`config.mk`:
```
export PLATFORM = sky130hd
export DESIGN_NAME = shelf_rect_packer
export DESIGN_NICKNAME = d
export VERILOG_FILES = /design/src/sv/srp_pkg.sv /design/src/sv/srp_fit_unit.sv /design/src/sv/shelf_rect_packer.sv
export SDC_FILE = /design/constraint.sdc
export NUM_CORES = 2
export LEC_CHECK = 0
export BUFFER_PORTS_ARGS = -buffer_cell sky130_fd_sc_hd__buf_2
export CAP_MARGIN = 25
export CORE_UTILIZATION = 45
export DETAILED_ROUTE_END_ITERATION = 12
export PLACE_DENSITY = 0.63
export SKIP_CTS_REPAIR_TIMING = 1
export SLEW_MARGIN = 20
export SYNTH_ARGS = -nofsm -noshare
export SYNTH_HDL_FRONTEND = slang
export SYNTH_SLANG_ARGS = --single-unit
```
`constraint.sdc`:
```
create_clock -name aclk -period 7.5 [get_ports aclk]
set_input_delay 0 -clock aclk [delete_from_list [all_inputs] [get_ports aclk]]
set_output_delay 0 -clock aclk [all_outputs]
set_load 0.05 [all_outputs]
```
`src/sv/srp_pkg.sv`:
```
// Shared types, constants and codes for the shelf rectangle packer.
// Used by srp_fit_unit, shelf_rect_packer and tb_top; depends on nothing else.
package srp_pkg;

    // Field and register widths
    localparam int unsigned SRP_DIM_W     = 13;
    localparam int unsigned SRP_POS_W     = 12;
    localparam int unsigned SRP_STATUS_W  = 2;
    localparam int unsigned SRP_X_W       = 14;
    localparam int unsigned SRP_SUM_W     = 15;
    localparam int unsigned SRP_MAX_SHELVES = 64;

    // Padding added to each side length of a request
    localparam logic [SRP_X_W-1:0] SRP_PAD = 14'd2;

    // Reset value of both atlas size registers
    localparam logic [SRP_DIM_W-1:0] SRP_ATLAS_RESET = 13'd1024;

    // Configuration register indexes
    localparam logic SRP_REG_ATLAS_WIDTH  = 1'b0;
    localparam logic SRP_REG_ATLAS_HEIGHT = 1'b1;

    // Result status codes
    typedef enum logic [SRP_STATUS_W-1:0] {
        SRP_ST_PLACED      = 2'd0,
        SRP_ST_HEIGHT_FULL = 2'd1,
        SRP_ST_TABLE_FULL  = 2'd2
    } srp_status_t;

    // Sequencer states
    typedef enum logic [1:0] {
        SRP_IDLE,
        SRP_SCAN,
        SRP_NEW_SHELF,
        SRP_DONE
    } srp_state_t;

    // One shelf table entry
    typedef struct packed {
        logic [SRP_X_W-1:0]   next_x;
        logic [SRP_DIM_W-1:0] top_y;
        logic [SRP_DIM_W-1:0] height;
    } srp_shelf_t;

    // Operands of the shared add and compare unit
    typedef struct packed {
        logic [SRP_X_W-1:0]   base;
        logic [SRP_X_W-1:0]   size;
        logic [SRP_DIM_W-1:0] limit;
        logic                 chk_h;
        logic [SRP_X_W-1:0]   req_h;
        logic [SRP_DIM_W-1:0] shelf_h;
    } srp_op_t;

    // Result of the shared unit
    typedef struct packed {
        logic [SRP_SUM_W-1:0] sum;
        logic                 fits;
    } srp_res_t;

endpackage

```
`src/sv/srp_fit_unit.sv`:
```
// Shared add and compare unit of the shelf rectangle packer.
// Depends on srp_pkg for the operand and result structs.
module srp_fit_unit
    import srp_pkg::*;
(
    input  srp_op_t  op,
    output srp_res_t res
);

    logic [SRP_SUM_W-1:0] sum;
    logic                 fits_len;
    logic                 fits_h;

    // Base plus size must stay within the limit; optionally the request must
    // be no taller than the shelf.
    assign sum      = SRP_SUM_W'(op.base) + SRP_SUM_W'(op.size);
    assign fits_len = (sum <= SRP_SUM_W'(op.limit));
    assign fits_h   = (op.req_h <= SRP_X_W'(op.shelf_h));

    assign res.sum  = sum;
    assign res.fits = fits_len && (!op.chk_h || fits_h);

endmodule

```
`src/sv/shelf_rect_packer.sv`:
```
// Top level of the shelf rectangle packer: sequencer, shelf table memory and
// output register. Depends on srp_pkg and srp_fit_unit.
//
//  Channel  Ports              Payload (low bit first)
//  -------  -----------------  ----------------------------------------------
//  request  s_tvalid/s_tready  s_tdata: rect_width[12:0], rect_height[25:13]
//  result   m_tvalid/m_tready  m_tdata: status[1:0], pos_x[13:2], pos_y[25:14]
//  config   cfg_wr_en          cfg_index 0 atlas_width, 1 atlas_height
//
// A request scans the shelf table with one read per cycle through the single
// memory read port, each entry checked by the shared fit unit; if no shelf
// fits, a new shelf step follows, then the result register is loaded once free.
// A new request is accepted only while the sequencer is idle.
// Reset (synchronous, active low) empties the shelf table by clearing the
// shelf count; no clearing pass is needed.
// A stalled result holds in the output register until it is taken.
module shelf_rect_packer
    import srp_pkg::*;
#(
    parameter int unsigned MAX_SHELVES = SRP_MAX_SHELVES
) (
    input  logic        aclk,
    input  logic        aresetn,
    // Request stream
    input  logic        s_tvalid,
    output logic        s_tready,
    input  logic [31:0] s_tdata,   // rect_width[12:0], rect_height[25:13]
    // Result stream
    output logic        m_tvalid,
    input  logic        m_tready,
    output logic [31:0] m_tdata,   // status[1:0], pos_x[13:2], pos_y[25:14]
    // Configuration writes
    input  logic                 cfg_wr_en,
    input  logic                 cfg_index,
    input  logic [SRP_DIM_W-1:0] cfg_wdata
);

    localparam int unsigned CW = $clog2(MAX_SHELVES + 1);
    localparam int unsigned AW = (MAX_SHELVES > 1) ? $clog2(MAX_SHELVES) : 1;

    // Registers
    srp_state_t            state_reg, state_next;
    logic [SRP_X_W-1:0]    pw_reg, pw_next;
    logic [SRP_X_W-1:0]    ph_reg, ph_next;
    logic [CW-1:0]         issue_cnt_reg, issue_cnt_next;
    logic                  rd_pend_reg;
    logic                  rd_last_reg;
    logic [AW-1:0]         rd_idx_reg;
    srp_shelf_t            rd_data_reg;
    logic [CW-1:0]         shelf_count_reg, shelf_count_next;
    logic [SRP_DIM_W-1:0]  bottom_reg, bottom_next;
    srp_status_t           res_status_reg, res_status_next;
    logic [SRP_POS_W-1:0]  res_x_reg, res_x_next;
    logic [SRP_POS_W-1:0]  res_y_reg, res_y_next;
    logic                  m_tvalid_reg, m_tvalid_next;
    logic [31:0]           m_tdata_reg, m_tdata_next;
    logic [SRP_DIM_W-1:0]  atlas_w_reg;
    logic [SRP_DIM_W-1:0]  atlas_h_reg;

    // Shelf table memory
    srp_shelf_t            mem [MAX_SHELVES];
    logic                  mem_we;
    logic [AW-1:0]         wr_addr;
    srp_shelf_t            wr_data;
    logic                  issue_en;
    logic [AW-1:0]         rd_addr;
    logic                  issue_last;

    srp_op_t               op;
    srp_res_t              res;
    logic                  s_accept;

    assign s_tready = (state_reg == SRP_IDLE);
    assign s_accept = s_tvalid && s_tready;
    assign m_tvalid = m_tvalid_reg;
    assign m_tdata  = m_tdata_reg;

    // Shared add and compare unit
    srp_fit_unit u_fit (
        .op  (op),
        .res (res)
    );

    // Read issue: one table entry per cycle while scanning
    assign rd_addr    = issue_cnt_reg[AW-1:0];
    assign issue_last = (CW'(issue_cnt_reg + CW'(1)) == shelf_count_reg);
    assign issue_en   = (state_reg == SRP_SCAN) && (issue_cnt_reg < shelf_count_reg)
                        && !(rd_pend_reg && res.fits);

    // Operand selection for the shared unit
    always_comb begin
        if (state_reg == SRP_SCAN) begin
            op.base    = rd_data_reg.next_x;
            op.size    = pw_reg;
            op.limit   = atlas_w_reg;
            op.chk_h   = 1'b1;
        end else begin
            op.base    = SRP_X_W'(bottom_reg);
            op.size    = ph_reg;
            op.limit   = atlas_h_reg;
            op.chk_h   = 1'b0;
        end
        op.req_h   = ph_reg;
        op.shelf_h = rd_data_reg.height;
    end

    // Sequencer: next state, table writes and result
    always_comb begin
        state_next       = state_reg;
        pw_next          = pw_reg;
        ph_next          = ph_reg;
        issue_cnt_next   = issue_cnt_reg;
        shelf_count_next = shelf_count_reg;
        bottom_next      = bottom_reg;
        res_status_next  = res_status_reg;
        res_x_next       = res_x_reg;
        res_y_next       = res_y_reg;
        m_tvalid_next    = m_tvalid_reg && !m_tready;
        m_tdata_next     = m_tdata_reg;
        mem_we           = 1'b0;
        wr_addr          = rd_idx_reg;
        wr_data          = rd_data_reg;

        if (issue_en) begin
            issue_cnt_next = CW'(issue_cnt_reg + CW'(1));
        end

        case (state_reg)
            SRP_IDLE: begin
                if (s_accept) begin
                    pw_next        = SRP_X_W'(s_tdata[12:0]) + SRP_PAD;
                    ph_next        = SRP_X_W'(s_tdata[25:13]) + SRP_PAD;
                    issue_cnt_next = '0;
                    state_next     = (shelf_count_reg != '0) ? SRP_SCAN : SRP_NEW_SHELF;
                end
            end
            SRP_SCAN: begin
                if (rd_pend_reg && res.fits) begin
                    // First fit: place here and advance the shelf's x
                    mem_we          = 1'b1;
                    wr_addr         = rd_idx_reg;
                    wr_data         = rd_data_reg;
                    wr_data.next_x  = res.sum[SRP_X_W-1:0];
                    res_status_next = SRP_ST_PLACED;
                    res_x_next      = rd_data_reg.next_x[SRP_POS_W-1:0];
                    res_y_next      = rd_data_reg.top_y[SRP_POS_W-1:0];
                    state_next      = SRP_DONE;
                end else if (rd_pend_reg && rd_last_reg) begin
                    state_next = SRP_NEW_SHELF;
                end
            end
            SRP_NEW_SHELF: begin
                res_x_next = '0;
                res_y_next = '0;
                if (!res.fits) begin
                    res_status_next = SRP_ST_HEIGHT_FULL;
                end else if (shelf_count_reg >= CW'(MAX_SHELVES)) begin
                    res_status_next = SRP_ST_TABLE_FULL;
                end else begin
                    // Open a new shelf below the last one
                    mem_we           = 1'b1;
                    wr_addr          = shelf_count_reg[AW-1:0];
                    wr_data.next_x   = pw_reg;
                    wr_data.top_y    = bottom_reg;
                    wr_data.height   = ph_reg[SRP_DIM_W-1:0];
                    shelf_count_next = CW'(shelf_count_reg + CW'(1));
                    bottom_next      = res.sum[SRP_DIM_W-1:0];
                    res_status_next  = SRP_ST_PLACED;
                    res_y_next       = bottom_reg[SRP_POS_W-1:0];
                end
                state_next = SRP_DONE;
            end
            SRP_DONE: begin
                if (!m_tvalid_reg || m_tready) begin
                    m_tvalid_next = 1'b1;
                    m_tdata_next  = {6'd0, res_y_reg, res_x_reg, res_status_reg};
                    state_next    = SRP_IDLE;
                end
            end
            default: begin
                state_next = SRP_IDLE;
            end
        endcase
    end

    // Control registers
    always_ff @(posedge aclk) begin
        if (!aresetn) begin
            state_reg       <= SRP_IDLE;
            shelf_count_reg <= '0;
            bottom_reg      <= '0;
            rd_pend_reg     <= 1'b0;
            m_tvalid_reg    <= 1'b0;
            atlas_w_reg     <= SRP_ATLAS_RESET;
            atlas_h_reg     <= SRP_ATLAS_RESET;
        end else begin
            state_reg       <= state_next;
            shelf_count_reg <= shelf_count_next;
            bottom_reg      <= bottom_next;
            rd_pend_reg     <= issue_en;
            m_tvalid_reg    <= m_tvalid_next;
            if (cfg_wr_en && (cfg_index == SRP_REG_ATLAS_WIDTH)) begin
                atlas_w_reg <= cfg_wdata;
            end
            if (cfg_wr_en && (cfg_index == SRP_REG_ATLAS_HEIGHT)) begin
                atlas_h_reg <= cfg_wdata;
            end
        end
    end

    // Payload registers
    always_ff @(posedge aclk) begin
        pw_reg         <= pw_next;
        ph_reg         <= ph_next;
        issue_cnt_reg  <= issue_cnt_next;
        res_status_reg <= res_status_next;
        res_x_reg      <= res_x_next;
        res_y_reg      <= res_y_next;
        m_tdata_reg    <= m_tdata_next;
        if (issue_en) begin
            rd_idx_reg  <= rd_addr;
            rd_last_reg <= issue_last;
        end
    end

    // Shelf table: one write port, one registered read port
    always_ff @(posedge aclk) begin
        if (mem_we) begin
            mem[wr_addr] <= wr_data;
        end
        if (issue_en) begin
            rd_data_reg <= mem[rd_addr];
        end
    end

`ifndef SYNTHESIS
    // The shelf count never passes the table depth.
    assert property (@(posedge aclk) disable iff (!aresetn)
        shelf_count_reg <= CW'(MAX_SHELVES))
        else $error("shelf count beyond table depth");

    // The shelf count only ever grows by one.
    assert property (@(posedge aclk) disable iff (!aresetn)
        (shelf_count_reg != $past(shelf_count_reg)) |->
        (shelf_count_reg == CW'($past(shelf_count_reg) + CW'(1))))
        else $error("shelf count changed by more than one");

    // The new shelf step always ends the request.
    assert property (@(posedge aclk) disable iff (!aresetn)
        (state_reg == SRP_NEW_SHELF) |=> (state_reg == SRP_DONE))
        else $error("new shelf step did not finish");

    // A table write never lands beyond the shelves in use plus one.
    assert property (@(posedge aclk) disable iff (!aresetn)
        mem_we |-> (CW'(wr_addr) <= shelf_count_reg))
        else $error("shelf table write beyond count");
`endif

endmodule

```
==> results_tabular.tex <==
\begin{tabular}{lr}
\hline
Metric & Value \\
\hline
\multicolumn{2}{l}{\textbf{Synthesis}} \\
Post-synthesis instance area & 104000 sq um \\
Post-Syn Instances & 4492 \\
Primary flip-flop cell chosen by synthesis mapping & edfxtp\_1 \\
\#FFs+latches synth & 2679 \\
Distinct cell type count after synthesis & 70 \\
Ys async rst share & 0\% \\
Yosys warning total & 0 \\
Sequential share of the synthesized area & 76.6\% \\
Mean post-synth cell area & 23.2 sq um \\
Number of enable-type register cells in the synthesized netlist & 2622 \\
\multicolumn{2}{l}{\textbf{Worst setup path}} \\
Count of buffer and inverter cells on the critical path & 2 \\
Crit-path leading delay family & simple AND/OR/NAND/NOR gates \\
Critical setup path kind & reg2reg \\
Slack of the worst reg-to-reg path & 0.44 ns \\
Maximum cell stage delay along the critical path & 0.58 ns \\
CP arrival & 7.63 ns \\
Destination of the worst register-to-register timing path & mem[13][1] \\
Number of cells traversed by the worst register-to-register path & 19 \\
Critical Path Source Type & flop \\
CP max FO & 21 \\
Ordered cell list for the critical path & ha\_1 > mux2\_2 > ha\_1 > nor2b\_4 > o31a\_1 > o211a\_1 > o311a\_1 > mux2i\_1 > nand2\_1 > ha\_1 > nand4\_1 > nor4\_1 > a21oi\_1 > or3\_1 > nor3\_4 > buf\_4 > a41oi\_2 > nor2\_4 > buf\_4 \\
Critical Path Sink Type & flop \\
Crit path top cell by count & ha\_1 \\
Worst endpoint required time & 8.06 ns \\
Slowest library cell on the worst path & or3\_1 \\
RR Startpoint & state\_reg[0] \\
\multicolumn{2}{l}{\textbf{Clock network}} \\
Clock slew at reported path FFs & 0.06 ns \\
H-tree levels & 5 \\
CTS root buf & clkbuf\_16 \\
Num CTS Buffers & 280 \\
Clock tree from TritonCTS & yes \\
Maximum root-to-sink buffer count & 4 \\
CTS sink cnt & 2679 \\
Clk\_lat worst skew & 0.93 ns \\
\multicolumn{2}{l}{\textbf{GRT}} \\
Number of antenna violations at the first check in global routing & 24 \\
Global-route wire length before repair & 344000 microns \\
Largest net degree at the start of global routing & 138 \\
Total gr overflow & 0 \\
Overall fraction of global-route tracks in use & 20.2\% \\
Number of global-route vias before repair & 48800 \\
\multicolumn{2}{l}{\textbf{STA}} \\
Sum of negative setup slack & 0 ns \\
Peak clock frequency supported by timing & 0.142 GHz \\
Number of pins exceeding their max-slew limit in the final report & 0 \\
Post-Route Skew & 0.0522 ns \\
RSZ-0062 raised after global routing & no \\
Final setup violation count & 0 \\
Least-Margin Pin Slew & 1.08 ns \\
Headroom to the max-slew limit & 28.2\% \\
Final Hold Violating Endpoints & 0 \\
Minimum setup slack in the final design & 0.438 ns \\
Post-layout min period & 7.06 ns \\
Hold WS & 0.000851 ns \\
Share of the clock period used by the worst path after layout & 94.2\% \\
\multicolumn{2}{l}{\textbf{Floorplanning}} \\
Top-level I/O count & 85 \\
Core footprint & 230000 sq um \\
Die extent in y & 483 microns \\
Initial Utilization & 45.3\% \\
Standard-cell row count & 176 \\
Die outline area & 234000 sq um \\
Die outline width & 483 microns \\
\multicolumn{2}{l}{\textbf{Detailed routing}} \\
Antenna-violating nets left & 0 \\
DRC violation count after routing & 0 \\
DRC violation total after the first TritonRoute iteration & 4772 \\
Wire per inst & 29.1 microns \\
Via density per instance & 5.91 \\
Total Wirelength & 237000 microns \\
DR vias & 48000 \\
First drt pass iteration count & 5 \\
\multicolumn{2}{l}{\textbf{Final layout}} \\
Layout Nets & 5020 \\
Sequential standard cell area & 79900 sq um \\
Fill cell total of the finished layout & 17300 \\
Area taken by multi-input logic gates & 23800 sq um \\
Layout Area Growth over Synthesis & 14.8\% \\
Max FFs per register & 2496 \\
Share of cells above drive strength 1 & 31.5\% \\
\multicolumn{2}{l}{\textbf{Power}} \\
Leakage Power & 36.4 nW \\
Part of the total power dissipated in combinational logic & 14.6\% \\
Part of the total power dissipated in the clock network & 34.6\% \\
Power per Cell Area & 315 nW/um\^{}2 \\
Switching part of the total & 25.6\% \\
Net switching power of the design & 9.64 mW \\
Register share of total power & 50.8\% \\
Largest voltage drop on the vdd net & 0.000226 V \\
Total internal power & 28.1 mW \\
Total power & 37.7 mW \\
\multicolumn{2}{l}{\textbf{Status}} \\
Result of the run & completed \\
\multicolumn{2}{l}{\textbf{Flow run}} \\
Max-cap violations & 0 \\
\multicolumn{2}{l}{\textbf{Placement}} \\
Port Buffers & 72 \\
Pre-CTS worst setup slack & 0.519 ns \\
Detailed-placement wirelength estimate & 134000 microns \\
Routability cong. & 0.859 \\
\multicolumn{2}{l}{\textbf{Hold path}} \\
Worst min-delay path category & in2reg \\
Critical hold path startpoint & m\_tready \\
WHS Path Cells & 5 \\
Destination of the worst hold path & m\_tvalid \\
\hline
\end{tabular}
[metal layers]
layer / up-vias / track usage, % / routed length, microns
li1: 20000 / - / -
met1: 26000 / 29.4 / 102000
met2: 1736 / 32.4 / 115000
met3: 317 / 3.14 / 15600
met4: 2 / 4.44 / 4130
met5: - / 0 / 13
[power groups by stage]
stage	Sequential, mW	Combinational (mW)	Clock, mW
2_1_floorplan	19.5	3.23	0
3_3_place_gp	19.5	5.12	0
3_5_place_dp	19.5	5.39	0
4_1_cts	19.2	5.39	13.3
5_1_grt	19.2	5.96	13.9
6_report	19.2	5.50	13.1
[placed cells by master (no fill, tap or decap), drive strengths merged, types with 6 or more instances in the layout]
cell         instances
a21o                 9
a21oi               56
a221o               11
a22o                27
a31oi               10
and3                11
buf                257
bufinv              19
clkbuf             341
clkinv              98
clkinvlp             6
conb                 6
dfxtp               57
dlygate4sd3        108
edfxtp            2622
ha                  57
inv                 67
mux2                29
mux2i               34
mux4               819
nand2               98
nand3               32
nand4                7
nor2               121
nor2b               24
nor3                16
o21ai               29
o31ai                7
or4                  9
xnor2               25
xor2                18
[worst min-delay path, cell delays in order]
cell and delay [ns]:
dlygate4sd3_1 0.52, buf_2 0.10, nor2b_1 0.10, nor2_1 0.11
nor2_1 0.04
[worst max-delay path by stage]
stage | endpoint | depth (start not counted) | slack [ns] | startpoint
final | mem[13][1] | 19 | 0.44 | state_reg[0]
after global placement | mem[15][1] | 20 | 0.54 | state_reg[1]
after CTS | mem[14][4] | 19 | 0.50 | state_reg[0]
after detailed placement | mem[14][12] | 19 | 0.52 | state_reg[0]
after global routing | mem[14][1] | 22 | 0.01 | state_reg[0]
after floorplan | mem[38][0] | 24 | 0.12 | state_reg[1]
[metrics by stage]
| stage | std cells | utilization (%) | area (sq um) |
|---|---|---|---|
| 2_1_floorplan | 4497 | - | 104000 |
| 3_5_place_dp | 7545 | 47.8 | 110000 |
| 6_report | 8127 | 52.0 | 120000 |
| 3_3_place_gp | 7543 | 47.8 | 110000 |
| 4_1_cts | 8013 | 51.5 | 118000 |
| 5_1_grt | 8124 | 52.0 | 120000 |
[cell families after synthesis]
| family | Yosys count | share of synthesized area [%] |
|---|---|---|
| flops | 2679 | 76.6 |
| mux | 882 | 18.3 |
| simple gates | 344 | 1.53 |
| buf+inv | 296 | 1.14 |
| compound gates | 189 | 1.28 |
| fa+ha+maj | 58 | 0.704 |
| xor+xnor | 43 | 0.361 |
| other cells | 1 | 0.00360 |
[synthesized netlist by cell type, types with 15 or more instances]
| cell | count | share of area (%) |
|---|---|---|
| xor2_1 | 18 | 0.15 |
| edfxtp_1 | 2622 | 76 |
| a22o_1 | 27 | 0.23 |
| a21oi_1 | 54 | 0.26 |
| buf_1 | 70 | 0.25 |
| nand2_1 | 98 | 0.35 |
| mux4_2 | 819 | 18 |
| dfxtp_1 | 57 | 1.1 |
| mux2_2 | 29 | 0.31 |
| nor3_1 | 15 | 0.072 |
| o21ai_0 | 27 | 0.13 |
| xnor2_1 | 25 | 0.21 |
| inv_1 | 62 | 0.22 |
| nor2_1 | 121 | 0.44 |
| clkbuf_1 | 139 | 0.50 |
| mux2i_1 | 34 | 0.33 |
| nand3_1 | 32 | 0.15 |
| nor2b_1 | 23 | 0.14 |
| ha_1 | 57 | 0.68 |
[area by class of cell]
type,count,share of cell area (%)
multi-input combinational,1522,19.9
clock buffer,341,6.17
clock inverter,127,0.925
inverter,63,0.198
timing repair buffer,365,2.85
sequential,2679,66.8
tap,3026,3.16
antenna,4,0.00836
(Power assumes the default switching activity.)
